===== config.mk =====
export PLATFORM = sky130hd
export DESIGN_NAME = bankers_safety_check_unit
export DESIGN_NICKNAME = d
export VERILOG_FILES = /design/src/hw/rtl/bsc_pkg.sv /design/src/hw/rtl/bankers_safety_check_unit.sv /design/src/hw/rtl/bsc_row_store.sv /design/src/hw/rtl/bsc_fit_unit.sv /design/src/hw/rtl/bsc_ctrl.sv
export SDC_FILE = /design/constraint.sdc
export NUM_CORES = 1
export LEC_CHECK = 0
export BUFFER_PORTS_ARGS = -buffer_cell sky130_fd_sc_hd__buf_4
export CAP_MARGIN = 15
export CORE_UTILIZATION = 55
export DETAILED_ROUTE_END_ITERATION = 6
export MAX_ROUTING_LAYER = met4
export PLACE_DENSITY = 0.72
export SYNTH_ARGS = -nofsm -noshare
export SYNTH_HDL_FRONTEND = slang
export SYNTH_SLANG_ARGS = --single-unit
export TNS_END_PERCENT = 100

===== constraint.sdc =====
create_clock -name i_clk -period 11.11 [get_ports i_clk]
set_input_delay 1.6665 -clock i_clk [delete_from_list [all_inputs] [get_ports i_clk]]
set_output_delay 1.6665 -clock i_clk [all_outputs]
set_load 0.02 [all_outputs]

===== src/hw/rtl/bsc_pkg.sv =====
// Shared types, codes and sizing helpers for the banker's safety check block.
// No dependencies; every other file of the block imports this package.
package bsc_pkg;

    localparam int DEF_MAX_PROCS = 8;
    localparam int DEF_NUM_RES   = 3;
    localparam int HW_ROW_LIMIT  = 8;   // proc_index is three bits wide
    localparam int CNT_W         = 8;
    localparam int PCNT_W        = 4;
    localparam logic [PCNT_W-1:0] PCNT_RESET = 4'd5;

    typedef logic [CNT_W-1:0] t_cnt;

    localparam logic [1:0] MODE_LOAD_FREE = 2'd0;
    localparam logic [1:0] MODE_LOAD_ROW  = 2'd1;
    localparam logic [1:0] MODE_RUN       = 2'd2;

    localparam logic [1:0] ST_GRANT  = 2'd0;
    localparam logic [1:0] ST_SAFE   = 2'd1;
    localparam logic [1:0] ST_UNSAFE = 2'd2;

    typedef struct packed {
        logic [1:0] mode;
        logic [2:0] proc_index;
        t_cnt       amount_a;
        t_cnt       amount_b;
        t_cnt       amount_c;
        t_cnt       limit_a;
        t_cnt       limit_b;
        t_cnt       limit_c;
    } t_in_item;

    typedef struct packed {
        logic [2:0] granted_proc;
        logic [1:0] status;
        logic       last;
    } t_out_item;

    typedef enum logic [0:0] {
        S_IDLE,
        S_SCAN
    } t_state;

    typedef struct packed {
        logic busy;
        logic grant;   // row at scan index is granted this cycle
        logic done;    // pass ended with no grant, run finishes
        logic safe;    // no row left pending
    } t_ctrl;

    function automatic int row_count(int max_procs);
        return (max_procs < HW_ROW_LIMIT) ? max_procs : HW_ROW_LIMIT;
    endfunction

    function automatic int row_idx_w(int rows);
        return (rows > 1) ? $clog2(rows) : 1;
    endfunction

    function automatic t_cnt pick3(int j, t_cnt a, t_cnt b, t_cnt c);
        t_cnt v;
        case (j)
            0:       v = a;
            1:       v = b;
            default: v = c;
        endcase
        return v;
    endfunction

endpackage


===== src/hw/rtl/bankers_safety_check_unit.sv =====
// Banker's safety check top level: free counts, row store, compare unit, sequencer.
// Depends on bsc_pkg, bsc_row_store, bsc_fit_unit and bsc_ctrl.
//
// Usage: drive i_in and raise start; the item transfers on a rising edge with
// start high and busy low. Mode 0 loads the free counts and mode 1 loads one
// process row; both take effect at that edge, give no result and leave busy low.
// Mode 2 runs the check: busy rises and the sequencer tests one row per cycle in
// the shared compare unit, restarting at row 0 after every grant. A grant result
// is on the ports in the cycle right after the compare that found the row; the
// final result (safe or unsafe, last set) follows the first full pass with no
// grant, on the cycle busy drops. Each result holds the o_out ports for exactly one
// cycle with o_valid high; the receiver cannot stall, so no result is ever held
// back. The user must write the process count with i_cfg_we only while idle;
// the block itself does not enforce it.
// Reset (i_rst_n low, synchronous) clears free counts, the pending set and the
// sequencer and sets the process count to 5; row contents are not cleared.
module bankers_safety_check_unit #(
    parameter int MAX_PROCS     = bsc_pkg::DEF_MAX_PROCS,
    parameter int NUM_RESOURCES = bsc_pkg::DEF_NUM_RES
) (
    input  logic                       i_clk,
    input  logic                       i_rst_n,
    input  logic                       start,
    output logic                       busy,
    input  bsc_pkg::t_in_item          i_in,
    output logic                       o_valid,
    output bsc_pkg::t_out_item         o_out,
    input  logic                       i_cfg_we,
    input  logic [bsc_pkg::PCNT_W-1:0] i_cfg_wdata
);
    import bsc_pkg::*;

    localparam int ROWS   = row_count(MAX_PROCS);
    localparam int ROW_IW = row_idx_w(ROWS);

    logic [PCNT_W-1:0] r_proc_count;
    logic [PCNT_W-1:0] eff_count;
    t_cnt              r_free [NUM_RESOURCES];
    t_cnt              n_free [NUM_RESOURCES];
    t_cnt              amt    [NUM_RESOURCES];
    t_cnt              lim    [NUM_RESOURCES];
    t_cnt              rd_held  [NUM_RESOURCES];
    t_cnt              rd_limit [NUM_RESOURCES];
    logic              r_valid;
    t_out_item         r_out;
    logic              accept;
    logic              load_free;
    logic              load_row;
    logic              run;
    logic              fit;
    logic [ROW_IW-1:0] scan_idx;
    t_ctrl             ctrl;

    assign accept    = start && !busy;
    assign load_free = accept && (i_in.mode == MODE_LOAD_FREE);
    assign load_row  = accept && (i_in.mode == MODE_LOAD_ROW)
                     && ({1'b0, i_in.proc_index} < PCNT_W'(ROWS));
    assign run       = accept && (i_in.mode == MODE_RUN);

    assign eff_count = (r_proc_count > PCNT_W'(ROWS)) ? PCNT_W'(ROWS) : r_proc_count;

    always_comb begin
        for (int j = 0; j < NUM_RESOURCES; j++) begin
            amt[j] = pick3(j, i_in.amount_a, i_in.amount_b, i_in.amount_c);
            lim[j] = pick3(j, i_in.limit_a, i_in.limit_b, i_in.limit_c);
        end
    end

    bsc_row_store #(
        .MAX_PROCS     (MAX_PROCS),
        .NUM_RESOURCES (NUM_RESOURCES),
        .ROW_IW        (ROW_IW)
    ) u_store (
        .i_clk      (i_clk),
        .i_we       (load_row),
        .i_widx     (i_in.proc_index[ROW_IW-1:0]),
        .i_wr_held  (amt),
        .i_wr_limit (lim),
        .i_clr      (ctrl.grant),
        .i_cidx     (scan_idx),
        .i_ridx     (scan_idx),
        .o_held     (rd_held),
        .o_limit    (rd_limit)
    );

    bsc_fit_unit #(
        .NUM_RESOURCES (NUM_RESOURCES)
    ) u_fit (
        .i_held  (rd_held),
        .i_limit (rd_limit),
        .i_free  (r_free),
        .o_fit   (fit)
    );

    bsc_ctrl #(
        .MAX_PROCS (MAX_PROCS),
        .ROW_IW    (ROW_IW)
    ) u_ctrl (
        .i_clk   (i_clk),
        .i_rst_n (i_rst_n),
        .i_run   (run),
        .i_count (eff_count),
        .i_fit   (fit),
        .o_idx   (scan_idx),
        .o_ctrl  (ctrl)
    );

    assign busy = ctrl.busy;

    // free counts: load, or take back a granted row's holdings saturating at 255
    always_comb begin
        logic [CNT_W:0] sum;
        sum = '0;
        for (int j = 0; j < NUM_RESOURCES; j++) begin
            n_free[j] = r_free[j];
            if (load_free) begin
                n_free[j] = amt[j];
            end else if (ctrl.grant) begin
                sum       = {1'b0, r_free[j]} + {1'b0, rd_held[j]};
                n_free[j] = sum[CNT_W] ? {CNT_W{1'b1}} : sum[CNT_W-1:0];
            end
        end
    end

    always_ff @(posedge i_clk) begin
        if (!i_rst_n) begin
            r_proc_count <= PCNT_RESET;
            r_valid      <= 1'b0;
            for (int j = 0; j < NUM_RESOURCES; j++) begin
                r_free[j] <= '0;
            end
        end else begin
            if (i_cfg_we) begin
                r_proc_count <= i_cfg_wdata;
            end
            r_valid <= ctrl.grant || ctrl.done;
            r_free  <= n_free;
        end
    end

    always_ff @(posedge i_clk) begin
        if (ctrl.grant) begin
            r_out.granted_proc <= 3'(scan_idx);
            r_out.status       <= ST_GRANT;
            r_out.last         <= 1'b0;
        end else if (ctrl.done) begin
            r_out.granted_proc <= '0;
            r_out.status       <= ctrl.safe ? ST_SAFE : ST_UNSAFE;
            r_out.last         <= 1'b1;
        end
    end

    assign o_valid = r_valid;
    assign o_out   = r_out;

endmodule


===== src/hw/rtl/bsc_row_store.sv =====
// Held and maximum counts for each process row, one write, one clear, one read port.
// Depends on bsc_pkg. Contents are undefined until a row is written.
module bsc_row_store #(
    parameter int MAX_PROCS     = bsc_pkg::DEF_MAX_PROCS,
    parameter int NUM_RESOURCES = bsc_pkg::DEF_NUM_RES,
    parameter int ROW_IW        = bsc_pkg::row_idx_w(bsc_pkg::row_count(MAX_PROCS))
) (
    input  logic              i_clk,
    input  logic              i_we,
    input  logic [ROW_IW-1:0] i_widx,
    input  bsc_pkg::t_cnt     i_wr_held  [NUM_RESOURCES],
    input  bsc_pkg::t_cnt     i_wr_limit [NUM_RESOURCES],
    input  logic              i_clr,
    input  logic [ROW_IW-1:0] i_cidx,
    input  logic [ROW_IW-1:0] i_ridx,
    output bsc_pkg::t_cnt     o_held     [NUM_RESOURCES],
    output bsc_pkg::t_cnt     o_limit    [NUM_RESOURCES]
);
    import bsc_pkg::*;

    localparam int ROWS = row_count(MAX_PROCS);

    t_cnt r_held  [ROWS][NUM_RESOURCES];
    t_cnt r_limit [ROWS][NUM_RESOURCES];

    always_ff @(posedge i_clk) begin
        if (i_we) begin
            r_held[i_widx]  <= i_wr_held;
            r_limit[i_widx] <= i_wr_limit;
        end else if (i_clr) begin
            // granted row hands its holdings back
            for (int j = 0; j < NUM_RESOURCES; j++) begin
                r_held[i_cidx][j] <= '0;
            end
        end
    end

    assign o_held  = r_held[i_ridx];
    assign o_limit = r_limit[i_ridx];

endmodule


===== src/hw/rtl/bsc_fit_unit.sv =====
// Shared compare unit: does one row's need fit the free counts in every resource.
// Depends on bsc_pkg.
module bsc_fit_unit #(
    parameter int NUM_RESOURCES = bsc_pkg::DEF_NUM_RES
) (
    input  bsc_pkg::t_cnt i_held  [NUM_RESOURCES],
    input  bsc_pkg::t_cnt i_limit [NUM_RESOURCES],
    input  bsc_pkg::t_cnt i_free  [NUM_RESOURCES],
    output logic          o_fit
);
    import bsc_pkg::*;

    always_comb begin
        t_cnt need;
        o_fit = 1'b1;
        for (int j = 0; j < NUM_RESOURCES; j++) begin
            need = i_limit[j] - i_held[j];
            // maximum below held never fits
            if (i_limit[j] < i_held[j] || need > i_free[j]) begin
                o_fit = 1'b0;
            end
        end
    end

endmodule


===== src/hw/rtl/bsc_ctrl.sv =====
// Run sequencer: pending mask, scan index and grant/finish decisions.
// Depends on bsc_pkg; drives the row store read index and the result strobes.
module bsc_ctrl #(
    parameter int MAX_PROCS = bsc_pkg::DEF_MAX_PROCS,
    parameter int ROW_IW    = bsc_pkg::row_idx_w(bsc_pkg::row_count(MAX_PROCS))
) (
    input  logic                       i_clk,
    input  logic                       i_rst_n,
    input  logic                       i_run,
    input  logic [bsc_pkg::PCNT_W-1:0] i_count,
    input  logic                       i_fit,
    output logic [ROW_IW-1:0]          o_idx,
    output bsc_pkg::t_ctrl             o_ctrl
);
    import bsc_pkg::*;

    localparam int ROWS = row_count(MAX_PROCS);

    t_state            r_state, n_state;
    logic [ROW_IW-1:0] r_idx, n_idx;
    logic [ROWS-1:0]   r_pend, n_pend;
    logic              hit;
    logic              pass_end;

    assign hit      = r_pend[r_idx] && i_fit;
    assign pass_end = (PCNT_W'(r_idx) + PCNT_W'(1)) >= i_count;

    always_comb begin
        n_state = r_state;
        n_idx   = r_idx;
        n_pend  = r_pend;
        case (r_state)
            S_IDLE: begin
                if (i_run) begin
                    n_state = S_SCAN;
                    n_idx   = '0;
                    for (int r = 0; r < ROWS; r++) begin
                        n_pend[r] = PCNT_W'(r) < i_count;
                    end
                end
            end
            S_SCAN: begin
                if (hit) begin
                    n_pend[r_idx] = 1'b0;
                    n_idx         = '0;    // rescan from the lowest row
                end else if (pass_end) begin
                    n_state = S_IDLE;
                end else begin
                    n_idx = r_idx + ROW_IW'(1);
                end
            end
            default: n_state = S_IDLE;
        endcase
    end

    always_comb begin
        o_ctrl.busy  = (r_state == S_SCAN);
        o_ctrl.grant = (r_state == S_SCAN) && hit;
        o_ctrl.done  = (r_state == S_SCAN) && !hit && pass_end;
        o_ctrl.safe  = (r_pend == '0);
    end

    assign o_idx = r_idx;

    always_ff @(posedge i_clk) begin
        if (!i_rst_n) begin
            r_state <= S_IDLE;
            r_idx   <= '0;
            r_pend  <= '0;
        end else begin
            r_state <= n_state;
            r_idx   <= n_idx;
            r_pend  <= n_pend;
        end
    end

    a_grant_done_excl: assert property (@(posedge i_clk) disable iff (!i_rst_n)
        !(o_ctrl.grant && o_ctrl.done))
        else $error("grant and finish in the same cycle");

    a_grant_restart: assert property (@(posedge i_clk) disable iff (!i_rst_n)
        o_ctrl.grant |=> (r_idx == '0) && o_ctrl.busy)
        else $error("scan did not restart after a grant");

    a_done_idle: assert property (@(posedge i_clk) disable iff (!i_rst_n)
        o_ctrl.done |=> !o_ctrl.busy)
        else $error("sequencer still busy after run finished");

    a_pend_shrinks: assert property (@(posedge i_clk) disable iff (!i_rst_n)
        (o_ctrl.busy && $past(o_ctrl.busy))
            |-> ($countones(r_pend) <= $countones($past(r_pend))))
        else $error("pending set grew during a run");

endmodule

Yosys cells after proc, flatten, opt, wreduce, memory -nomap -nowiden. Memory sizes are Yosys's and may differ from the RTL's. A register that Yosys moved wholly into a read port is not among the register bits. Cells that the tools add are included. Widths: inputs -> output; s select.

Add/subtract/negate cells: 8. $mul: 0. Div/mod/pow operators: 0. Magnitude comparators: 18. Equality and inequality tests: 5. Shift operators: 0. Mux-type cells: 43. Bitwise operators: 3. Reduce and logical (&&, ||, !) cells: 22.

Operators with widths (count): $mux 8 (11); $add 8x8->9 (3); $gt 8x8->1 (3); $lt 8x8->1 (3); $mux 24 (1); $mux 3 (8); $reduce_or 24->1 (1); $sub 8x8->8 (3); $lt 3x4->1 const A (4); $pmux 8 s2 (1); $mux 1 (14); $mux 6 (2); $logic_and 1x1->1 (9); $and 8x8->8 (1); $logic_not 8->1 (1); $lt 1x4->1 const A (2); $lt 2x4->1 const A (2); $not 8->8 (1); $pmux 3 s2 (1); $add 3x1->4 const B (1); $ge 4x4->1 (1); $gt 4x4->1 const B (1); $logic_or 1x1->1 (4); $lt 3x4->1 const B (1); 16 further kinds (20).

Bits in registers: 47. Latch bits: 0. Memory bits (writable): 384. Bits in read-only memories: 0. Bits of input ports: 61. Output and inout bits: 8. Logic and storage cells: 112. Memories kept: 2.

Memory list: u_store.r_held (words 8, width 24, rd ports 1, clocked after memory_dff 1, wr ports 1, line bsc_row_store.sv:23) `t_cnt r_held [ROWS][NUM_RESOURCES];`; u_store.r_limit (words 8, width 24, rd ports 1, clocked after memory_dff 1, wr ports 1, line bsc_row_store.sv:24) `t_cnt r_limit [ROWS][NUM_RESOURCES];`.

Longest topological paths before layout.
Depth in word-level cells: 13. Gate-level depth with buffers: 24.

Hierarchy. Synthesis repeated with hierarchy kept, for this count alone.

Cell total of the unflattened synthesis: 1214. Area total of the unflattened synthesis: 19855.3 um2.

By module, submodules not included: bsc_row_store (times used 1, cells each 614, area each 14933.1 um2, sequential area each 11531.1 um2); bankers_safety_check_unit (times used 1, cells each 277, area each 2461.1 um2, sequential area each 730.7 um2); bsc_fit_unit (times used 1, cells each 215, area each 1551.5 um2, sequential area each 0.0 um2); bsc_ctrl (times used 1, cells each 108, area each 909.6 um2, sequential area each 240.2 um2).

Least setup slack after synthesis. No wires, ideal clock.

Path type: reg-to-reg. Start point: register (tool-made name). End point: memory u_store.r_held[5][0] (netlist name), enable pin. Setup time: 0.410 ns. Data arrival time: 5.667 ns. Slack: 5.033 ns. Stages on the path, launching flop included: 22. Cell sequence: dfxtp_1 clkbuf_1 clkbuf_1 mux4_2 mux2i_1 inv_1 ha_1 a21o_1 a21oi_1 o21bai_1 a21oi_1 o21ai_0 xor2_1 ha_1 nand4_1 nor2_1 a21oi_1 nor4_4 and4_1 buf_6 nand2_1 o21bai_1.

RTL lines (line): end: declaration (bsc_row_store.sv:23).

==> out/summary.md <==
- completed — result of the run
- edfxtp_1 (59%), mux4_2 (11%), ha_1 (4.9%) — Synth area leaders
- 191 um — height of the die
- 1 — antenna violations before repair
- 191 um — DIE WIDTH
- flop — Critical Path Source Type
- 6.53 ns — Final Critical Period
- done — clock tree from TritonCTS
- o_out[0] — Min-Delay Startpoint
- 49 — biggest fanout along the worst timing path
- 68 — port buffer count
- 387 — Post-synth EDFFs
- 10.8k — total number of vias
- multiplexers — combinational family with the most area after synthesis
- 14.0% — share of cell area taken by muxes after synthesis
- 68 — row count
- 0.000124 V — highest ir drop seen on vdd
- 26100 um — DPL Wire Length
- o_out[0] — Worst Hold Path EP
- 0 — max-slew violation count
- 0.00279 W — internal portion of total power
- 1095 — Detailed Route Iter0 Violations
- 34800 sq um — Core Box Area
- 16.1 sq um — post-synthesis average cell area
- 0 — total congestion overflow
- 0.0137 ns — Setup Skew
- 6.03 — via count normalized by instance count
- edfxtp_1 — largest area contributor in the synthesized netlist
- 0 — number of resized instances in the post-cts repair step
- 434 — count of state elements after synthesis
- 12.6% — area delta synth->final
- buf_4, mux4_2, mux2i_1, inv_1, ha_1, a21o_1, a21oi_1, o21bai_1, a21oi_1, o21ai_0, xor2_1, ha_1, nand4_1, nor2_1, a21oi_1, nor4_4, and4_1, nand2_1, o21bai_2, buf_4 — cell-by-cell listing of the critical path
- 45 — TritonCTS buffer count
- 0.80 ns — crit-path max cell delay
- 0.000759 W — Net Sw Power
- 19600 sq um — Synth Cell Area
- 21.4% — net switching fraction of the power
- 20 — length in cells of the worst reg-to-reg path
- 0.06 ns — Clk pin slew, worst setup/hold paths
- 97 — largest net degree at the start of global routing
- 6.74 ns — Worst Path Arrival
- 28.9% — Max-Slew Margin vs Limit
- 7.43 nW — Leakage
- 2 — hold path depth
- 22.9 um — average wire per cell in the routed design
- clkbuf_16 — CTS Root Cell
- 1.21% — XOR/XNOR Fraction of Synth Area
- 3 — maximum buffer depth of the clock tree
- 64.1% — sequential cell area fraction in the yosys report
- u_store.r_held[5][16] — Critical R2R Capture
- 58.8% — Period Utilization, post-route
- flop to flop — worst min-delay path class
- 0 ns — aggregate negative setup slack
- 0 — count of unresolved DRC violations after routing
- 2 — maximum level of the CTS H-tree
- 51.1% — sequential power share
- 69 — number of primary I/O pins
- 6.91% — area fraction in compound gates after synthesis
- 24.0% — total global-route track usage
- 12600 sq um — area of all sequential standard cells
- 0 — setup violation total in the final timing report
- 434 — Num Clock Sinks
- 36400 sq um — die area
- 0% — async set or reset register ratio after synthesis
- 1360 — number of nets in the synthesized netlist
- 0 — Hold-fix buffers, CTS
- edfxtp_1 — most repeated cell in the gate-level netlist after synthesis
- 161 nW/um^2 — Pwr Density
- false — unrepaired setup endpoints after global routing
- 0.446 ns — Worst Hold Margin
- 56.3% — effective utilization at floorplan
- 0 — max cap viols
- 0.914 — routability congestion estimate from global placement
- 1216 — Syn Inst Count
- a21oi_1 — Most Frequent Cell on Critical Path
- 5 — router iterations before antenna repair
- 0 — buffers inserted by post-CTS timing repair
- 5.53% — Adder-Cell Fraction of Synth Area
- 10.7k — via count of the first global-routing pass
- 2425 — number of fill cells in the layout
- edfxtp_1 (387), mux4_2 (96), ha_1 (77) — leading cell types by count after synthesis
- edfxtp_1 — Top FF cell, synth
- 69 — number of distinct standard cells referenced by the synthesized netlist
- 5.94% — simple-gate portion of the synthesized area
- 7.6% — combinational fraction of design power
- 1.06 ns — actual slew at the worst max-slew pin
- 40900 um — total length of routed wires
- 4.58 ns — r2r setup slk
- flop to flop — Setup CP Type
- 1441 — Final nets
- 0.55 ns — clock latency on the worst-skew pair
- 11.32 ns — endpoint required time on the critical path
- dfxtp_4 — slowest cell on the critical path
- 22.9% — ratio of cells with drive above 1 in the final layout
- 0 — number of nets with antenna violations after detailed routing
- 59.3% — post-synth top area share
- 0.153 GHz — maximum achievable frequency
- flop — endpoint type of the worst setup path
- 0 — hold violation count in the final report
- 41.2% — share of power burned in the clock network
- 62400 um — wire length of the first global-routing pass
- 0.00354 W — total power
- 6610 sq um — total area of multi-input combinational cells
- 0 — Ys Warns
-- registers in the layout, indices dropped and copies added, names as in the netlist, named ones only --
register         flops
u_ctrl.r_pend        8
o_out                6
u_ctrl.o_idx         3
u_store.r_held     192
r_free              24
u_ctrl.r_state       1
o_valid              1
u_store.r_limit    192
r_proc_count         4
-- area by class of cell --
type | count | share of cell area (%)
Clock buffer | 60 | 5.55
Inverter | 64 | 1.09
Timing Repair Buffer | 84 | 2.91
Tap cell | 455 | 2.58
Sequential cell | 434 | 57.0
Antenna cell | 1 | 0.0113
Clock inverter | 21 | 0.941
Multi-Input combinational cell | 668 | 30.0
-- layer usage --
metal	GRT usage, %	routed length [um]	vias to the layer above
met5	-	0	-
met4	8.15	1180	0
met3	3.39	1930	76
met2	38.8	20400	282
met1	31.4	17400	5475
li1	-	-	4942
-- worst max-delay path, delay by kind of cell, from the launching register on --
family	cells	cell delay [ns]
flip-flops	1	0.80
AND/OR/NAND/NOR	5	1.55
AO/OA/AOI/OAI	7	1.19
XOR/XNOR	1	0.17
multiplexers	2	0.66
buffers and inverters	3	1.10
adder cells (fa/ha/maj)	2	0.63
-- stage by stage --
step | cell area, sq um | std cells | utilization, % | setup slack, ns
global route | 22100 | 1787 | 63.4 | 4.04
global placement | 20600 | 1705 | 59.3 | 4.75
detailed placement | 20600 | 1705 | 59.3 | 4.56
finish | 22100 | 1787 | 63.4 | 4.58
CTS | 22100 | 1786 | 63.4 | 4.52
floorplan | 19600 | 1216 | - | 5.03
-- power by group through the flow --
stage | clock network, W | registers [W] | logic (W)
CTS | 0.00148 | 0.00181 | 0.000273
finish | 0.00146 | 0.00181 | 0.000271
global route | 0.00153 | 0.00181 | 0.000303
detailed placement | 0 | 0.00185 | 0.000272
global placement | 0 | 0.00185 | 0.000265
floorplan | 0 | 0.00185 | 0.000181
-- kinds of logic after synthesis --
| group | after synthesis |
|---|---|
| flip-flops | 434 |
| AO/OA/AOI/OAI | 196 |
| buffers and inverters | 114 |
| adder cells (fa/ha/maj) | 83 |
| multiplexers | 151 |
| AND/OR/NAND/NOR | 211 |
| XOR/XNOR | 27 |
-- cells in the final DEF, fill, tap and decap left out, types with 10 or more instances in the layout --
cell type and instances:
mux2i_1 33, and2_1 32, o21ai_0 58, nand3_1 11, xor2_1 12, clkbuf_16 47, a21oi_1 30, a211oi_1 19
buf_4 83, dfxtp_1 44, nor2_1 35, ha_1 77, edfxtp_1 387, a21o_1 10, mux4_2 96, nand2b_1 11
clkbuf_1 13, a31oi_1 11, xnor2_1 15, nor2b_1 19, o21a_1 12, mux2_2 22, inv_1 64, nand2_1 32
nor3_1 20
-- worst max path at each step --
stage	depth (start not counted)	start	endpoint	slack [ns]
floorplan	21	flop	u_store.r_held[5][0]	5.03
global placement	20	flop	u_store.r_held[5][16]	4.75
detailed placement	20	flop	u_store.r_held[5][16]	4.56
CTS	20	flop	u_store.r_held[5][16]	4.52
global route	20	flop	u_store.r_held[5][16]	4.04
finish	20	flop	u_store.r_held[5][16]	4.58
No activity file was read; power rests on OpenSTA's default activity.
